File: src/rtl/core/mcsp_pkg.sv
// ----------------------------------------------------------------------------
// mcsp_pkg
// Types, codes and limits of the multichannel convolution engine.
// ----------------------------------------------------------------------------
package mcsp_pkg;

	localparam int DEF_MAX_WIDTH    = 32;
	localparam int DEF_MAX_HEIGHT   = 32;
	localparam int DEF_MAX_CHANNELS = 8;
	localparam int DEF_MAX_KERNEL   = 8;

	typedef enum logic [1:0] {
		REQ_WEIGHT  = 2'd0,
		REQ_SAMPLE  = 2'd1,
		REQ_COMPUTE = 2'd2
	} req_kind_t;

	typedef enum logic [1:0] {
		ST_OK       = 2'd0,
		ST_GEOMETRY = 2'd1,
		ST_RANGE    = 2'd2
	} status_code_t;

	typedef enum logic [2:0] {
		REG_IN_WIDTH  = 3'd0,
		REG_IN_HEIGHT = 3'd1,
		REG_CHANNELS  = 3'd2,
		REG_KWIDTH    = 3'd3,
		REG_KHEIGHT   = 3'd4,
		REG_STEP      = 3'd5,
		REG_PAD       = 3'd6,
		REG_BIAS      = 3'd7
	} reg_index_t;

	typedef struct packed {
		logic [1:0]         req_type;
		logic [5:0]         pos_x;
		logic [5:0]         pos_y;
		logic [2:0]         chan;
		logic signed [15:0] sample_value;
	} req_t;

	typedef struct packed {
		logic signed [31:0] conv_sum;
		status_code_t       status;
	} res_t;

	typedef struct packed {
		logic load_accept;
		logic start;
		logic div_run;
		logic check;
		logic issue;
		logic load_out;
	} cmd_t;

	typedef struct packed {
		logic         div_done;
		status_code_t code;
		logic         last;
		logic         busy;
	} sts_t;

endpackage

File: src/rtl/core/mcsp_ctrl.sv
// ----------------------------------------------------------------------------
// mcsp_ctrl
// Sequencer: request intake, stride remainder iteration, geometry check, MAC sweep, result handoff.
// ----------------------------------------------------------------------------
module mcsp_ctrl import mcsp_pkg::*; (
	input  logic       clk,
	input  logic       arst_n,
	input  logic       req_valid,
	input  logic [1:0] req_type,
	output logic       req_stall,
	output logic       res_valid,
	input  logic       res_stall,
	output cmd_t       cmd,
	input  sts_t       sts
);

	typedef enum logic [5:0] {
		S_IDLE  = 6'b000001,
		S_DIV   = 6'b000010,
		S_CHECK = 6'b000100,
		S_MAC   = 6'b001000,
		S_DRAIN = 6'b010000,
		S_DONE  = 6'b100000
	} state_t;

	state_t state_q, state_d;
	logic   res_valid_q;
	logic   out_free;

	assign out_free  = !res_valid_q || !res_stall;
	assign req_stall = (state_q != S_IDLE);
	assign res_valid = res_valid_q;

	always_comb begin
		state_d = state_q;
		cmd     = '0;
		case (state_q)
			S_IDLE: begin
				if (req_valid) begin
					cmd.load_accept = 1'b1;
					if (req_type == REQ_COMPUTE) begin
						cmd.start = 1'b1;
						state_d   = S_DIV;
					end
				end
			end
			S_DIV: begin
				cmd.div_run = 1'b1;
				if (sts.div_done) state_d = S_CHECK;
			end
			S_CHECK: begin
				cmd.check = 1'b1;
				state_d   = (sts.code == ST_OK) ? S_MAC : S_DONE;
			end
			S_MAC: begin
				cmd.issue = 1'b1;
				if (sts.last) state_d = S_DRAIN;
			end
			S_DRAIN: begin
				if (!sts.busy) state_d = S_DONE;
			end
			S_DONE: begin
				if (out_free) begin
					cmd.load_out = 1'b1;
					state_d      = S_IDLE;
				end
			end
			default: state_d = S_IDLE;
		endcase
	end

	always_ff @(posedge clk or negedge arst_n) begin
		if (!arst_n) begin
			state_q     <= S_IDLE;
			res_valid_q <= 1'b0;
		end else begin
			state_q <= state_d;
			if (cmd.load_out) res_valid_q <= 1'b1;
			else if (!res_stall) res_valid_q <= 1'b0;
		end
	end

endmodule

File: config.mk
export PLATFORM = sky130hd
export DESIGN_NAME = mcsp_ctrl
export DESIGN_NICKNAME = d
export VERILOG_FILES = /design/src/rtl/core/mcsp_pkg.sv /design/src/rtl/core/mcsp_ctrl.sv
export SDC_FILE = /design/constraint.sdc
export NUM_CORES = 1
export LEC_CHECK = 0
export ABC_AREA = 1
export ABC_CLOCK_PERIOD_IN_PS = 1300
export BUFFER_PORTS_ARGS = -buffer_cell sky130_fd_sc_hd__buf_2
export CAP_MARGIN = 25
export CELL_PAD_IN_SITES_DETAIL_PLACEMENT = 0
export CELL_PAD_IN_SITES_GLOBAL_PLACEMENT = 1
export CORE_UTILIZATION = 28
export CTS_CLUSTER_DIAMETER = 40
export DETAILED_ROUTE_END_ITERATION = 10
export GPL_TIMING_DRIVEN = 1
export PLACE_DENSITY_LB_ADDON = 0.1
export SYNTH_ARGS = -nofsm -noshare
export SYNTH_HDL_FRONTEND = slang
export SYNTH_SLANG_ARGS = --single-unit
File: constraint.sdc
create_clock -name clk -period 1.3 [get_ports clk]
set_clock_uncertainty 0.05 [all_clocks]
set_input_delay 0 -clock clk [delete_from_list [all_inputs] [get_ports clk]]
set_output_delay 0 -clock clk [all_outputs]
set_load 0.02 [all_outputs]
# --- Yosys cells after proc, flatten, opt, wreduce, memory -nomap -nowiden ---
# Cells that the tools add are included.
op_classes:
  mux: 18
  eq_ne: 15
  reduce_logical: 5
op_table:
  columns: ["cell", "n"]
  rows:
  - ["6-bit two-way mux", 7]
  - ["6-bit case mux with 6 select lines", 1]
  - ["2-bit != test, second input constant", 6]
  - ["1-bit two-way mux", 8]
  - ["6-bit by 1-bit equality test with 1-bit output, second input constant", 1]
  - ["6-bit by 2-bit equality test with 1-bit output, second input constant", 1]
  - ["6-bit by 3-bit equality test with 1-bit output, second input constant", 1]
  - ["6-bit by 4-bit equality test with 1-bit output, second input constant", 1]
  - ["6-bit by 5-bit equality test with 1-bit output, second input constant", 1]
  - ["6-bit equality test, second input constant", 1]
  - ["6-bit by 1-bit != test with 1-bit output, second input constant", 1]
  - ["6-bit AND reduction", 1]
  - ["2-bit two-way mux", 2]
  - ["2-bit equality test, second input constant", 1]
  - ["1-bit zero test", 2]
  - ["2-bit zero test", 1]
  - ["2-bit by 1-bit != test with 1-bit output, second input constant", 1]
  - ["1-bit logical OR", 1]
word_totals:
  output_inout_bits: 8
  register_bits: 7
  wordCells: 40

# --- Logic depth before layout (Yosys ltp) ---
logic_depth:
  depth_word: 5
  mapped_depth: 7
  depth_no_buf: 7

# --- Worst setup path after synthesis ---
# No wires, ideal clock.
synth_timing:
  path_type: "reg2reg"
  startpoint: "reg state_q[5]"
  endpoint: "reg state_q[4]"
  arrival_ps: 1192
  n_path_buf: 0
  setup_ps: 67
  synth_period_minus_slack_ps: 1308
  slack_ps: -8
  stages_incl_launch_ff: 6
  path_cell_list: "dfrtp_1 -> nor2_4 -> nand2_2 -> nor2_1 -> nand3_1 -> nand2_1"
synth_via:
  elab_chain_len: 3
  word_cells_on_any_way: 14
synth_lines:
  columns: ["element", "line_no", "text"]
  rows:
  - ["start, declared", "mcsp_ctrl.sv:26", "state_t state_q, state_d;"]
  - ["start signal, assigned", "mcsp_ctrl.sv:77", "state_q <= state_d;"]
  - ["6-bit by 1-bit equality test with 1-bit output (tied with other cells)", "mcsp_ctrl.sv:37", "case (state_q)"]
  - ["2-bit != test (no source line)", null, null]
  - ["6-bit AND reduction (no source line)", null, null]
# Parallel ways exist; a longest one is shown, timed or not.
# A chain may end at the register's enable or synchronous reset.

==> reports/qor.csv <==
stage;metric;value;unit
placed_design;gp_congestion;0.845;
final_layout;num-fill-cells;179;
sta;hold_viol_final;0;
logic_synthesis;yosysWarningCount;0;
logic_synthesis;syn-cell-area;498;um^2
worst_setup_path;crit_path_max_incr_delay;0.57;ns
clock_tree;clock-sinks;7;
power;p_leak;0.420;nW
final_layout;regArea;178;um^2
final_layout;fin_nets;110;
sta;tightest_slew;0.263;ns
run_status;status;finished with violations;
logic_synthesis;synth_cell_types;17;
power;irDropWorstVdd;1.01;mV
drt;dr_total_vias;517;
final_layout;fin_area;763;um^2
sta;slew_headroom;0.824;
sta;fmax;717;MHz
drt;ant_nets;0;
clock_tree;clk_latency;0.26;ns
clock_tree;clk_pin_slew;0.05;ns
logic_synthesis;synthCells;68;
sta;slew_violations;0;
sta;period_share;1.07;
floorplan;core_area;0.00158;mm^2
logic_synthesis;synth_largest_area_cell;dfrtp_1;
grt;grt_pass1_wl;1.97;mm
worst_setup_path;reg2regPathDepth;8;
logic_synthesis;synth_nets;79;
worst_hold_path;min_path_cells;4;
floorplan;dieArea;0.00195;mm^2
worst_setup_path;crit_required;1.25;ns
clock_tree;root_buffer;clkbuf_4;
worst_setup_path;critPathArrivalTime;1.35;ns
final_layout;multi_input_area;288;um^2
sta;fin_setup_tns;-0.638;ns
final_layout;fin_util;0.484;
drt;viasPerCell;4.54;
sta;period_needed;1.40;ns
logic_synthesis;syn_area_per_cell;7.32;um^2
worst_setup_path;reg2reg_slack;-0.09;ns
grt;grt_max_degree;8;
drt;routedWlPerCell;9.91;um
placed_design;io_buffer_count;18;
final_layout;drive_gt1_frac;0.439;
flow_run;maxCapViolCount;0;
drt;drt_wl_total;1.13;mm
final_layout;num_antenna_cells;0;
drt;drc_errors;0;
run_status;violations;negative setup slack;
grt;grt_use_total;0.143;
floorplan;start_util;0.316;
worst_hold_path;worstHoldStart;sts[1];
power;power.density;1400;mW/mm^2
drt;drtIter0Drc;9;
worst_setup_path;critPathTopFamily;flip-flops;
sta;fin_ws;-0.0952;ns
clock_tree;cts_tree;built;
clock_tree;numCtsBuffers;3;
sta;setup_viol;10;
placed_design;post-dp-hpwl;831;um
grt;antenna_found_initial;0;
worst_setup_path;crit_slowest_cell;dfstp_2;
floorplan;die_x;44.2;um
logic_synthesis;netlist_top_cells_area;dfrtp_1, nor2_4, inv_1, nand2_1, nor2_1;
grt;grt_pass1_vias;494;
placed_design;place_area;611;um^2
placed_design;place_inst;102;
logic_synthesis;netlist.area_leader.share;0.302;
worst_setup_path;cp_num_buf_inv;2;
worst_setup_path;crit_path_start_kind;flop;
floorplan;ios;19;
floorplan;rows;14;
clock_tree;cts_buffer_depth;2;
sta;grt_setup_unrepaired;true;
drt;first_pass_iters;5;
clock_tree;cts.htree.levels;1;
worst_setup_path;cp_cell_sequence;inv_2 > nor2_4 > nand3_4 > nor2_1 > buf_4;
logic_synthesis;synth-seq-cells;7;
sta;holdWs;0.00645;ns
grt;overflow;0;
logic_synthesis;synth-seq-area-share;0.354;
worst_setup_path;cp_max_fo;5;
worst_hold_path;min_path_type;input port to flop;
final_layout;instances_no_fill;114;
final_layout;synthToLayoutAreaGrowth;53.3;%
worst_hold_path;hold_end;state_q[3]$_DFFE_PN0P_;
floorplan;fp.dieH;44.2;um
worst_setup_path;timing.rr.end;state_q[4]$_DFFE_PN0P_;
worst_setup_path;setup.worst_path.end_class;primary output;
worst_setup_path;crit_type;flop to primary output;
worst_setup_path;rr_startpoint;state_q[0]$_DFFE_PN1P_;
kinds of logic (layout without fill, tap and decap cells):
group                  count (synthesis)  after routing  synth area share
DFF                                    7              7             0.354
and+or+nand+nor                       43             43             0.497
AOI/OAI and AO/OA                      3              3            0.0352
buffers and inverters                 15             45             0.113
area by class of cell:
cell class              count  area share
flip-flops and latches      7       0.233
multi-input cells          46       0.377
inverters                  15      0.0738
clock buffers               4      0.0344
repair buffers             26       0.256
well taps                  16      0.0262
per-stage QoR:
stage                     worst slack (ns)  power, mW
after floorplan                     0.0174      0.597
after global placement              0.0166      0.693
after detailed placement            0.0190      0.692
after CTS                          -0.0950       1.07
after global routing                -0.209       1.14
final                              -0.0952       1.07
cells in the mapped netlist, drive strengths merged:
library cell and n:
nor2 17, inv 15, nand2 12, nand3 8
dfrtp 6, nand4 4, a21oi 1, dfstp 1
nor3 1, o21ai 1, o31ai 1, or2 1
flip-flops by register name (all words and copies together), names as in the netlist:
name,cells
res_valid,1
state_q,6
where the power goes:
part / internal [mW] / leakage (nW) / total [mW] / switching (mW)
logic: 0.261 / 0.312 / 0.568 / 0.307
registers: 0.255 / 0.0924 / 0.291 / 0.0354
clock network: 0.118 / 0.0150 / 0.206 / 0.0886
worst register-to-register path, cell delays in order, from the launching register on:
cell     delay (ns)
dfstp_2        0.57
inv_2          0.05
nor2_4         0.09
nand3_4        0.11
buf_12         0.15
nor2_4         0.08
nor2_2         0.06
nand3_1        0.07
nand2_1        0.05
metal layers:
metal  up-vias  GRT usage  routed length [um]
li1        273          -                   -
met2        19      0.224                 505
met5         -          0                   0
met1       220      0.165                 533
met3         5     0.0245                  48
met4         0      0.127                  42
cells in the final DEF (no fill, tap or decap), drive strengths merged:
cell,count
nor3,1
or2,1
nand3,8
nand4,4
o31ai,1
nand2,12
buf,21
a21oi,1
o21ai,1
dfrtp,6
dlygate4sd3,5
inv,15
dfstp,1
nor2,17
clkbuf,4
timing repair:
item	CTS	global route
pin swaps	3	0
hold buffers	5	0
buffers inserted	3	0
endpoints found under the hold margin	10	0
resized for setup	11	2
setup endpoints to repair	7	12
cloned	0	0
how the worst max path moves through the flow:
stage | start | end | cells past startpoint
2_1_floorplan | state_q[0]$_DFFE_PN1P_ | state_q[4]$_DFFE_PN0P_ | 7
3_3_place_gp | state_q[0]$_DFFE_PN1P_ | state_q[4]$_DFFE_PN0P_ | 7
3_5_place_dp | state_q[0]$_DFFE_PN1P_ | state_q[4]$_DFFE_PN0P_ | 7
4_1_cts | state_q[0]$_DFFE_PN1P_ | cmd[5] | 5
5_1_grt | state_q[0]$_DFFE_PN1P_ | state_q[5]$_DFFE_PN0P_ | 8
6_report | state_q[0]$_DFFE_PN1P_ | cmd[5] | 5
No activity file was read; power rests on OpenSTA's default activity.
